## config.mk

```make
export PLATFORM = sky130hd
export DESIGN_NAME = light_command_byte_parser_top_flat
export DESIGN_NICKNAME = d
export VERILOG_FILES = /design/src/hdl/lcbp_pkg.sv /design/src/hdl/lcbp_cmd_if.sv /design/src/hdl/lcbp_res_if.sv /design/src/hdl/lcbp_decode.sv /design/src/hdl/light_command_byte_parser_top.sv /design/src/flat_wrapper.sv
export SDC_FILE = /design/constraint.sdc
export NUM_CORES = 1
export LEC_CHECK = 0
export BUFFER_PORTS_ARGS = -buffer_cell sky130_fd_sc_hd__buf_2
export CORE_ASPECT_RATIO = 1.5
export CORE_MARGIN = 5
export CORE_UTILIZATION = 30
export CTS_BUF_LIST = sky130_fd_sc_hd__clkbuf_16
export CTS_CLUSTER_SIZE = 16
export DETAILED_ROUTE_END_ITERATION = 10
export HOLD_SLACK_MARGIN = 0.1
export PLACE_DENSITY = 0.57
export SYNTH_ARGS = -nofsm -noshare
export SYNTH_HDL_FRONTEND = slang
export SYNTH_HIERARCHICAL = 1
export SYNTH_SLANG_ARGS = --single-unit
```

## constraint.sdc

```tcl
create_clock -name clk -period 3.1 [get_ports clk]
set_clock_uncertainty 0.15 [all_clocks]
set_input_delay 0.155 -clock clk [delete_from_list [all_inputs] [get_ports clk]]
set_output_delay 0.155 -clock clk [all_outputs]
set_load 0.01 [all_outputs]
```

## src/hdl/lcbp_pkg.sv

```systemverilog
package lcbp_pkg;

    typedef enum logic [1:0] {
        MODE_CMD = 2'd0,
        MODE_SET = 2'd1,
        MODE_MAP = 2'd2
    } mode_t;

    typedef enum logic [1:0] {
        SET_IDLE  = 2'd0,
        SET_LIGHT = 2'd1,
        SET_HIGH  = 2'd2,
        SET_LAST  = 2'd3
    } set_phase_t;

    typedef enum logic [1:0] {
        MAP_IDLE  = 2'd0,
        MAP_LIGHT = 2'd1,
        MAP_PIN   = 2'd2
    } map_phase_t;

    typedef enum logic [4:0] {
        EV_SET_PROMPT  = 5'd0,
        EV_SET_LIGHT   = 5'd1,
        EV_NIBBLE_OK   = 5'd2,
        EV_SET_ERROR   = 5'd3,
        EV_BRIGHT_WR   = 5'd4,
        EV_MODE_TOGGLE = 5'd5,
        EV_QUERY_LVL   = 5'd6,
        EV_ERR_FLAGS   = 5'd7,
        EV_RESET       = 5'd8,
        EV_CNT_DUMP    = 5'd9,
        EV_RESTART_CNT = 5'd10,
        EV_KILL_ALL    = 5'd11,
        EV_IR_DUMP     = 5'd12,
        EV_HELP        = 5'd13,
        EV_MAP_PROMPT  = 5'd14,
        EV_MAP_LIGHT   = 5'd15,
        EV_MAP_WR      = 5'd16,
        EV_MAP_ERROR   = 5'd17,
        EV_MAP_QUERY   = 5'd18,
        EV_UNKNOWN     = 5'd19
    } event_t;

    localparam logic [7:0] CH_SET     = 8'h73; // s
    localparam logic [7:0] CH_MAP     = 8'h70; // p
    localparam logic [7:0] CH_MODE    = 8'h6D; // m
    localparam logic [7:0] CH_QUERY   = 8'h71; // q
    localparam logic [7:0] CH_ERRF    = 8'h65; // e
    localparam logic [7:0] CH_RESET   = 8'h72; // r
    localparam logic [7:0] CH_CNT     = 8'h63; // c
    localparam logic [7:0] CH_RESTART = 8'h69; // i
    localparam logic [7:0] CH_KILL    = 8'h6B; // k
    localparam logic [7:0] CH_IRDUMP  = 8'h64; // d
    localparam logic [7:0] CH_HELP    = 8'h68; // h
    localparam logic [7:0] CH_MAPQ    = 8'h5B; // [
    localparam logic [7:0] CH_ALL     = 8'h61; // a
    localparam logic [7:0] CH_ZERO    = 8'h30;
    localparam logic [7:0] CH_SEVEN   = 8'h37;

    typedef struct packed {
        mode_t      mode;
        set_phase_t set_phase;
        logic [3:0] held_light;   // bit 3: all lights
        logic [3:0] high_nibble;
        map_phase_t map_phase;
        logic [2:0] map_light;
        logic       raw_flag;
    } state_t;

    localparam state_t STATE_RESET = '{
        mode:        MODE_CMD,
        set_phase:   SET_IDLE,
        held_light:  4'd0,
        high_nibble: 4'd0,
        map_phase:   MAP_IDLE,
        map_light:   3'd0,
        raw_flag:    1'b0
    };

    typedef struct packed {
        event_t     event_res;
        logic [2:0] light_index;
        logic       all_lights;
        logic [7:0] level_value;
        logic [2:0] pin_number;
        logic       raw_mode;
    } result_t;

    // {valid, value}
    function automatic logic [4:0] hex_decode(input logic [7:0] c);
        logic [4:0] r;
        begin
            r = 5'd0;
            if (c >= 8'h30 && c <= 8'h39)
                r = {1'b1, c[3:0]};
            else if ((c >= 8'h61 && c <= 8'h66) || (c >= 8'h41 && c <= 8'h46))
                r = {1'b1, c[3:0] + 4'd9};
            return r;
        end
    endfunction

endpackage

```

## src/hdl/lcbp_cmd_if.sv

```systemverilog
interface lcbp_cmd_if;
    logic       valid;
    logic       ready;
    logic [7:0] rx_byte;

    modport source (output valid, output rx_byte, input ready);
    modport sink (input valid, input rx_byte, output ready);
endinterface

```

## src/hdl/lcbp_res_if.sv

```systemverilog
interface lcbp_res_if;
    logic       valid;
    logic       ready;
    logic [4:0] event_res;
    logic [2:0] light_index;
    logic       all_lights;
    logic [7:0] level_value;
    logic [2:0] pin_number;
    logic       raw_mode;

    modport source (
        output valid, output event_res, output light_index, output all_lights,
        output level_value, output pin_number, output raw_mode, input ready
    );
    modport sink (
        input valid, input event_res, input light_index, input all_lights,
        input level_value, input pin_number, input raw_mode, output ready
    );
endinterface

```

## src/hdl/lcbp_decode.sv

```systemverilog
module lcbp_decode
    import lcbp_pkg::*;
(
    input  state_t     state_cur,
    input  logic [7:0] rx_byte,
    output state_t     state_next,
    output result_t    result
);

    logic [4:0] hex;
    logic       is_digit;
    logic       is_light;
    logic [7:0] low_part;

    assign hex      = hex_decode(rx_byte);
    assign is_digit = (rx_byte >= CH_ZERO) && (rx_byte <= CH_SEVEN);
    assign is_light = is_digit || (rx_byte == CH_ALL);
    assign low_part = state_cur.raw_flag ? rx_byte : {4'd0, hex[3:0]};

    // next state
    always_comb
    begin
        state_next = state_cur;
        unique case (state_cur.mode)
            MODE_SET:
            begin
                case (state_cur.set_phase)
                    SET_HIGH:
                    begin
                        if (hex[4])
                        begin
                            state_next.high_nibble = hex[3:0];
                            state_next.set_phase   = SET_LAST;
                        end
                        else
                        begin
                            state_next.mode      = MODE_CMD;
                            state_next.set_phase = SET_IDLE;
                        end
                    end
                    SET_LAST:
                    begin
                        if (state_cur.raw_flag || hex[4])
                            state_next.high_nibble = 4'd0;
                        state_next.mode      = MODE_CMD;
                        state_next.set_phase = SET_IDLE;
                    end
                    default:
                    begin
                        if (is_light)
                        begin
                            state_next.held_light = (rx_byte == CH_ALL) ? 4'b1000
                                                                        : {1'b0, rx_byte[2:0]};
                            state_next.set_phase  = state_cur.raw_flag ? SET_LAST : SET_HIGH;
                        end
                        else
                        begin
                            state_next.mode      = MODE_CMD;
                            state_next.set_phase = SET_IDLE;
                        end
                    end
                endcase
            end
            MODE_MAP:
            begin
                if (state_cur.map_phase != MAP_PIN && is_digit)
                begin
                    state_next.map_light = rx_byte[2:0];
                    state_next.map_phase = MAP_PIN;
                end
                else
                begin
                    state_next.mode      = MODE_CMD;
                    state_next.map_phase = MAP_IDLE;
                end
            end
            default:
            begin
                case (rx_byte)
                    CH_SET:
                    begin
                        state_next.mode      = MODE_SET;
                        state_next.set_phase = SET_LIGHT;
                    end
                    CH_MAP:
                    begin
                        state_next.mode      = MODE_MAP;
                        state_next.map_phase = MAP_LIGHT;
                    end
                    CH_MODE:  state_next.raw_flag = ~state_cur.raw_flag;
                    CH_RESET: state_next = STATE_RESET;
                    CH_QUERY, CH_ERRF, CH_CNT, CH_RESTART, CH_KILL, CH_IRDUMP,
                    CH_HELP, CH_MAPQ: ;
                    default:  state_next.mode = MODE_CMD;
                endcase
            end
        endcase
    end

    // result
    always_comb
    begin
        result          = '0;
        result.raw_mode = state_next.raw_flag;
        unique case (state_cur.mode)
            MODE_SET:
            begin
                result.light_index = state_cur.held_light[2:0];
                result.all_lights  = state_cur.held_light[3];
                case (state_cur.set_phase)
                    SET_HIGH:
                    begin
                        if (hex[4])
                        begin
                            result.event_res   = EV_NIBBLE_OK;
                            result.level_value = {4'd0, hex[3:0]};
                        end
                        else
                            result.event_res = EV_SET_ERROR;
                    end
                    SET_LAST:
                    begin
                        if (state_cur.raw_flag || hex[4])
                        begin
                            result.event_res   = EV_BRIGHT_WR;
                            result.level_value = {state_cur.high_nibble, 4'd0} + low_part;
                        end
                        else
                            result.event_res = EV_SET_ERROR;
                    end
                    default:
                    begin
                        if (is_light)
                        begin
                            result.event_res   = EV_SET_LIGHT;
                            result.light_index = state_next.held_light[2:0];
                            result.all_lights  = state_next.held_light[3];
                        end
                        else
                        begin
                            result.event_res   = EV_SET_ERROR;
                            result.light_index = 3'd0;
                            result.all_lights  = 1'b0;
                        end
                    end
                endcase
            end
            MODE_MAP:
            begin
                if (state_cur.map_phase == MAP_PIN)
                begin
                    result.light_index = state_cur.map_light;
                    if (is_digit)
                    begin
                        result.event_res  = EV_MAP_WR;
                        result.pin_number = rx_byte[2:0];
                    end
                    else
                        result.event_res = EV_MAP_ERROR;
                end
                else if (is_digit)
                begin
                    result.event_res   = EV_MAP_LIGHT;
                    result.light_index = rx_byte[2:0];
                end
                else
                    result.event_res = EV_MAP_ERROR;
            end
            default:
            begin
                case (rx_byte)
                    CH_SET:     result.event_res = EV_SET_PROMPT;
                    CH_MAP:     result.event_res = EV_MAP_PROMPT;
                    CH_MODE:    result.event_res = EV_MODE_TOGGLE;
                    CH_QUERY:   result.event_res = EV_QUERY_LVL;
                    CH_ERRF:    result.event_res = EV_ERR_FLAGS;
                    CH_RESET:   result.event_res = EV_RESET;
                    CH_CNT:     result.event_res = EV_CNT_DUMP;
                    CH_RESTART: result.event_res = EV_RESTART_CNT;
                    CH_KILL:    result.event_res = EV_KILL_ALL;
                    CH_IRDUMP:  result.event_res = EV_IR_DUMP;
                    CH_HELP:    result.event_res = EV_HELP;
                    CH_MAPQ:    result.event_res = EV_MAP_QUERY;
                    default:
                    begin
                        result.event_res   = EV_UNKNOWN;
                        result.level_value = rx_byte;
                    end
                endcase
            end
        endcase
    end

endmodule

```

## src/hdl/light_command_byte_parser_top.sv

```systemverilog
// Channel  Dir  Payload                                                     Handshake
// cmd      in   rx_byte[7:0]                                                valid/ready
// res      out  event_res, light_index, all_lights, level_value,           valid/ready
//               pin_number, raw_mode
//
// One result beat per command beat, registered and presented in the cycle after acceptance.
// A beat is accepted every cycle; the result register holds one beat and
// cmd.ready falls only while that beat is held by res.ready low.
// Asynchronous active-low reset returns the parser to command level, hex mode.
module light_command_byte_parser_top
    import lcbp_pkg::*;
(
    input  logic              clk,
    input  logic              rst_n,
    lcbp_cmd_if.sink          cmd,
    lcbp_res_if.source        res
);

    state_t  state_reg;
    state_t  state_next;
    result_t result_reg;
    result_t result_next;
    logic    res_valid_reg;
    logic    accept;

    lcbp_decode u_decode (
        .state_cur  (state_reg),
        .rx_byte    (cmd.rx_byte),
        .state_next (state_next),
        .result     (result_next)
    );

    assign cmd.ready = !res_valid_reg || res.ready;
    assign accept    = cmd.valid && cmd.ready;

    always_ff @(posedge clk or negedge rst_n)
    begin
        if (!rst_n)
        begin
            state_reg     <= STATE_RESET;
            res_valid_reg <= 1'b0;
        end
        else
        begin
            if (accept)
            begin
                state_reg     <= state_next;
                res_valid_reg <= 1'b1;
            end
            else if (res.ready)
                res_valid_reg <= 1'b0;
        end
    end

    always_ff @(posedge clk)
    begin
        if (accept)
            result_reg <= result_next;
    end

    assign res.valid       = res_valid_reg;
    assign res.event_res   = result_reg.event_res;
    assign res.light_index = result_reg.light_index;
    assign res.all_lights  = result_reg.all_lights;
    assign res.level_value = result_reg.level_value;
    assign res.pin_number  = result_reg.pin_number;
    assign res.raw_mode    = result_reg.raw_mode;

    a_accept_gives_beat: assert property (@(posedge clk) disable iff (!rst_n)
        accept |=> res_valid_reg)
        else $error("accepted beat produced no result");

    a_raw_matches_state: assert property (@(posedge clk) disable iff (!rst_n)
        res_valid_reg |-> result_reg.raw_mode == state_reg.raw_flag)
        else $error("raw_mode out of step with parser state");

    a_write_ends_set: assert property (@(posedge clk) disable iff (!rst_n)
        (res_valid_reg && result_reg.event_res == EV_BRIGHT_WR) |-> state_reg.mode == MODE_CMD)
        else $error("brightness write left set parser open");

    a_set_phase_mode: assert property (@(posedge clk) disable iff (!rst_n)
        state_reg.set_phase != SET_IDLE |-> state_reg.mode == MODE_SET)
        else $error("set phase active outside set parser");

    a_map_phase_mode: assert property (@(posedge clk) disable iff (!rst_n)
        state_reg.map_phase != MAP_IDLE |-> state_reg.mode == MODE_MAP)
        else $error("map phase active outside map parser");

endmodule

```

## src/flat_wrapper.sv

```systemverilog
// flat-port wrapper written by rule: the top's interface ports become plain ports
module light_command_byte_parser_top_flat import lcbp_pkg::*;
  (clk, rst_n, cmd_valid, cmd_rx_byte, cmd_ready, res_valid, res_event_res, res_light_index, res_all_lights, res_level_value, res_pin_number, res_raw_mode, res_ready);
  lcbp_cmd_if cmd_i ();
  lcbp_res_if res_i ();
  input  logic clk;
  input  logic rst_n;
  input wire logic [$bits(cmd_i.valid)-1:0] cmd_valid;
  input wire logic [$bits(cmd_i.rx_byte)-1:0] cmd_rx_byte;
  output wire logic [$bits(cmd_i.ready)-1:0] cmd_ready;
  output wire logic [$bits(res_i.valid)-1:0] res_valid;
  output wire logic [$bits(res_i.event_res)-1:0] res_event_res;
  output wire logic [$bits(res_i.light_index)-1:0] res_light_index;
  output wire logic [$bits(res_i.all_lights)-1:0] res_all_lights;
  output wire logic [$bits(res_i.level_value)-1:0] res_level_value;
  output wire logic [$bits(res_i.pin_number)-1:0] res_pin_number;
  output wire logic [$bits(res_i.raw_mode)-1:0] res_raw_mode;
  input wire logic [$bits(res_i.ready)-1:0] res_ready;
  assign cmd_i.valid = cmd_valid;
  assign cmd_i.rx_byte = cmd_rx_byte;
  assign cmd_ready = cmd_i.ready;
  assign res_valid = res_i.valid;
  assign res_event_res = res_i.event_res;
  assign res_light_index = res_i.light_index;
  assign res_all_lights = res_i.all_lights;
  assign res_level_value = res_i.level_value;
  assign res_pin_number = res_i.pin_number;
  assign res_raw_mode = res_i.raw_mode;
  assign res_i.ready = res_ready;
  light_command_byte_parser_top u_core (.clk(clk), .rst_n(rst_n), .cmd(cmd_i), .res(res_i));
endmodule
```

==> reports/qor.csv <==
metric,value,unit
cts.sinks,40,
finalCritPeriodShare,92.3,%
diodes,0,
multi_input_area,0.00175,mm^2
syn_avg_cell_area,9.94,um^2
htree_levels,2,
yosys.area.top_type_share,20.5,%
cts_tree,built,
vdd_drop_max,0.162,mV
wl_met1,3.34,mm
via_count,2614,
worst_pin_slew,0.919,ns
relSlewSlack,38.7,%
end_kind,flip-flop,
postLayoutCoreUtil,34.1,%
grt_setup_unrepaired,no,
regToRegSetupSlack,0.24,ns
synth_cells,309,
critPathLaunchType,flip-flop,
ant_nets,0,
io_pins,35,
gp_congestion,0.892,
slew_viol_final,0,
numCtsBuffers,5,
cts-root-buf,clkbuf_16,
finalSetupTns,0,ns
start_util,30.5,%
largest_register_ffs,18,
synth_warnings,6,
synth_edf_count,21,
drtIter0Drc,260,
dr_wl_met2,4.34,mm
synth_common_cells,"21 x edfxtp_1, 21 x nand2_1, 21 x nor2_1",
fmax,0.349,GHz
grt_pass1_vias,2663,
cp_num_buf_inv,1,
placed_cell_area,0.00327,mm^2
min_path_type,input pin to async pin,
viasPerCell,5.73,
grt.total_usage,14.3,%
grt_pass1_wl,14.0,mm
ys.flop_type,edfxtp_1,
crit_family,simple AND/OR/NAND/NOR gates,
slowest_delay,0.57,ns
ys_top_cells_by_area,"edfxtp_1 21%, dfrtp_1 15%, mux2_4 4.4%",
grt_max_degree,26,
regArea,0.00111,mm^2
fp-row-count,45,
die_h,134,um
worstSetupPathType,flip-flop to flip-flop,
drive_gt1_share,24.8,%
dpl.hpwl,6.37,mm
clockBufferDepth,2,
stdcell_area,0.00344,mm^2
nNetsFinal,361,
maxCapViolations,0,
wirelength,8.58,mm
antenna_found_initial,0,
finalHoldWorstSlack,0.186,ns
syn-num-nets,332,
cp.arrival,2.94,ns
place_worst_setup_slack,0.270,ns
path_cells,inv_1 -> ha_1 -> nor2b_1 -> nand2_1 -> a311oi_1 -> and3_1 -> a31o_1 -> mux2_4,
yosysSeqAreaShare,36.0,%
instances_no_fill,456,
fillerInstances,1029,
power,1.51,mW
fin_ws,0.237,ns
crit_path_max_fanout,21,
status,completed,
dp.cells,445,
worstPathRequired,3.18,ns
portBuffers,34,
wl_per_cell,18.8,um
ys_seq_elements,40,
drc,0,
grt_overflow,0,
powerDensity,439,mW/mm^2
design.core.area,0.0101,mm^2
synthDistinctLibCells,70,
crit_slowest_cell,ha_1,
cts_setup_buffers,0,
wl_met3,452,um
dr.pass1.iters,4,
setup_viol,0,
async_flop_share,47.5,%
leakage,1.43,nW
syn2layout_area_growth,12.1,%
top_layer_used,met4,
clk_latency,0.29,ns
die_area,0.0124,mm^2
die_w,92.6,um
synth_area,0.00307,mm^2
fin_crit,2.86,ns
finalHoldViolCount,0,
path_clk_slew,0.06,ns
yosysTopAreaCell,edfxtp_1,
worst reg2reg max path: stages (launching register included):
cell and delay, ns:
dfrtp_1 0.39, inv_1 0.06, ha_1 0.57, nor2b_1 0.48
nand2_1 0.28, a311oi_1 0.42, and3_1 0.22, a31o_1 0.11
mux2_4 0.13
layout by cell type (no fill, tap or decap), drive strengths merged, types with 13 or more instances in the layout:
cell type | netlist | layout
inv | 20 | 21
nor2 | 21 | 21
o21ai | 13 | 13
edfxtp | 21 | 21
dfrtp | 19 | 19
a21oi | 15 | 15
mux2 | 19 | 19
nand2 | 22 | 22
buf | 12 | 38
worst paths after layout:
kind | endpoint | cells after the start | start
worst max-delay path | u_core/state_reg[8]$_DFFE_PN0P_ | 8 | u_core/state_reg[16]$_DFFE_PN0P_
worst min register to register | u_core/state_reg[5]$_DFFE_PN0P_ | 1 | u_core/state_reg[5]$_DFFE_PN0P_
worst min-delay path | u_core/state_reg[2]$_DFFE_PN0P_ | 2 | rst_n
max in group asynchronous | u_core/state_reg[11]$_DFFE_PN0P_ | 2 | rst_n
min in group clk | u_core/res.level_value[7]$_DFFE_PP_ | 3 | cmd_rx_byte[7]
worst max register to register | u_core/state_reg[8]$_DFFE_PN0P_ | 8 | u_core/state_reg[16]$_DFFE_PN0P_
cell families (layout without fill, tap and decap cells):
group,after synthesis,count (layout),synth area share [%]
AOI/OAI and AO/OA,96,96,23.7
xor gates and xnor gates,4,4,1.14
adders and majority gates,11,11,4.73
buffers and inverters,39,69,7.09
DFF,40,40,36.0
muxes,19,19,8.07
and+or+nand+nor,100,100,19.2
final cells by class:
cell class / count / area share, %
Clock inverter: 3 / 0.327
Clock buffer: 5 / 3.64
Timing Repair Buffer: 41 / 6.69
Inverter: 20 / 2.18
Tap cell: 117 / 4.25
Sequential cell: 40 / 32.1
Multi-Input combinational cell: 230 / 50.8
where the power goes:
group | internal (mW) | switching, mW | leakage (nW)
Sequential | 0.611 | 0.0616 | 0.456
Combinational | 0.142 | 0.201 | 0.903
Clock | 0.290 | 0.205 | 0.0701
layer usage:
metal / vias up / GRT usage, %
li1: 1224 / -
met1: 1251 / 16.1
met2: 109 / 23.8
met3: 30 / 2.69
met4: 0 / 10.2
met5: - / 0
repair_timing:
| action | 4_1_cts | 5_1_grt |
|---|---|---|
| hold buffers | 3 | 0 |
| endpoints found under the hold margin | 20 | 0 |
| gates resized for setup | 0 | 0 |
Note: power is estimated with default switching activity, not from simulation.
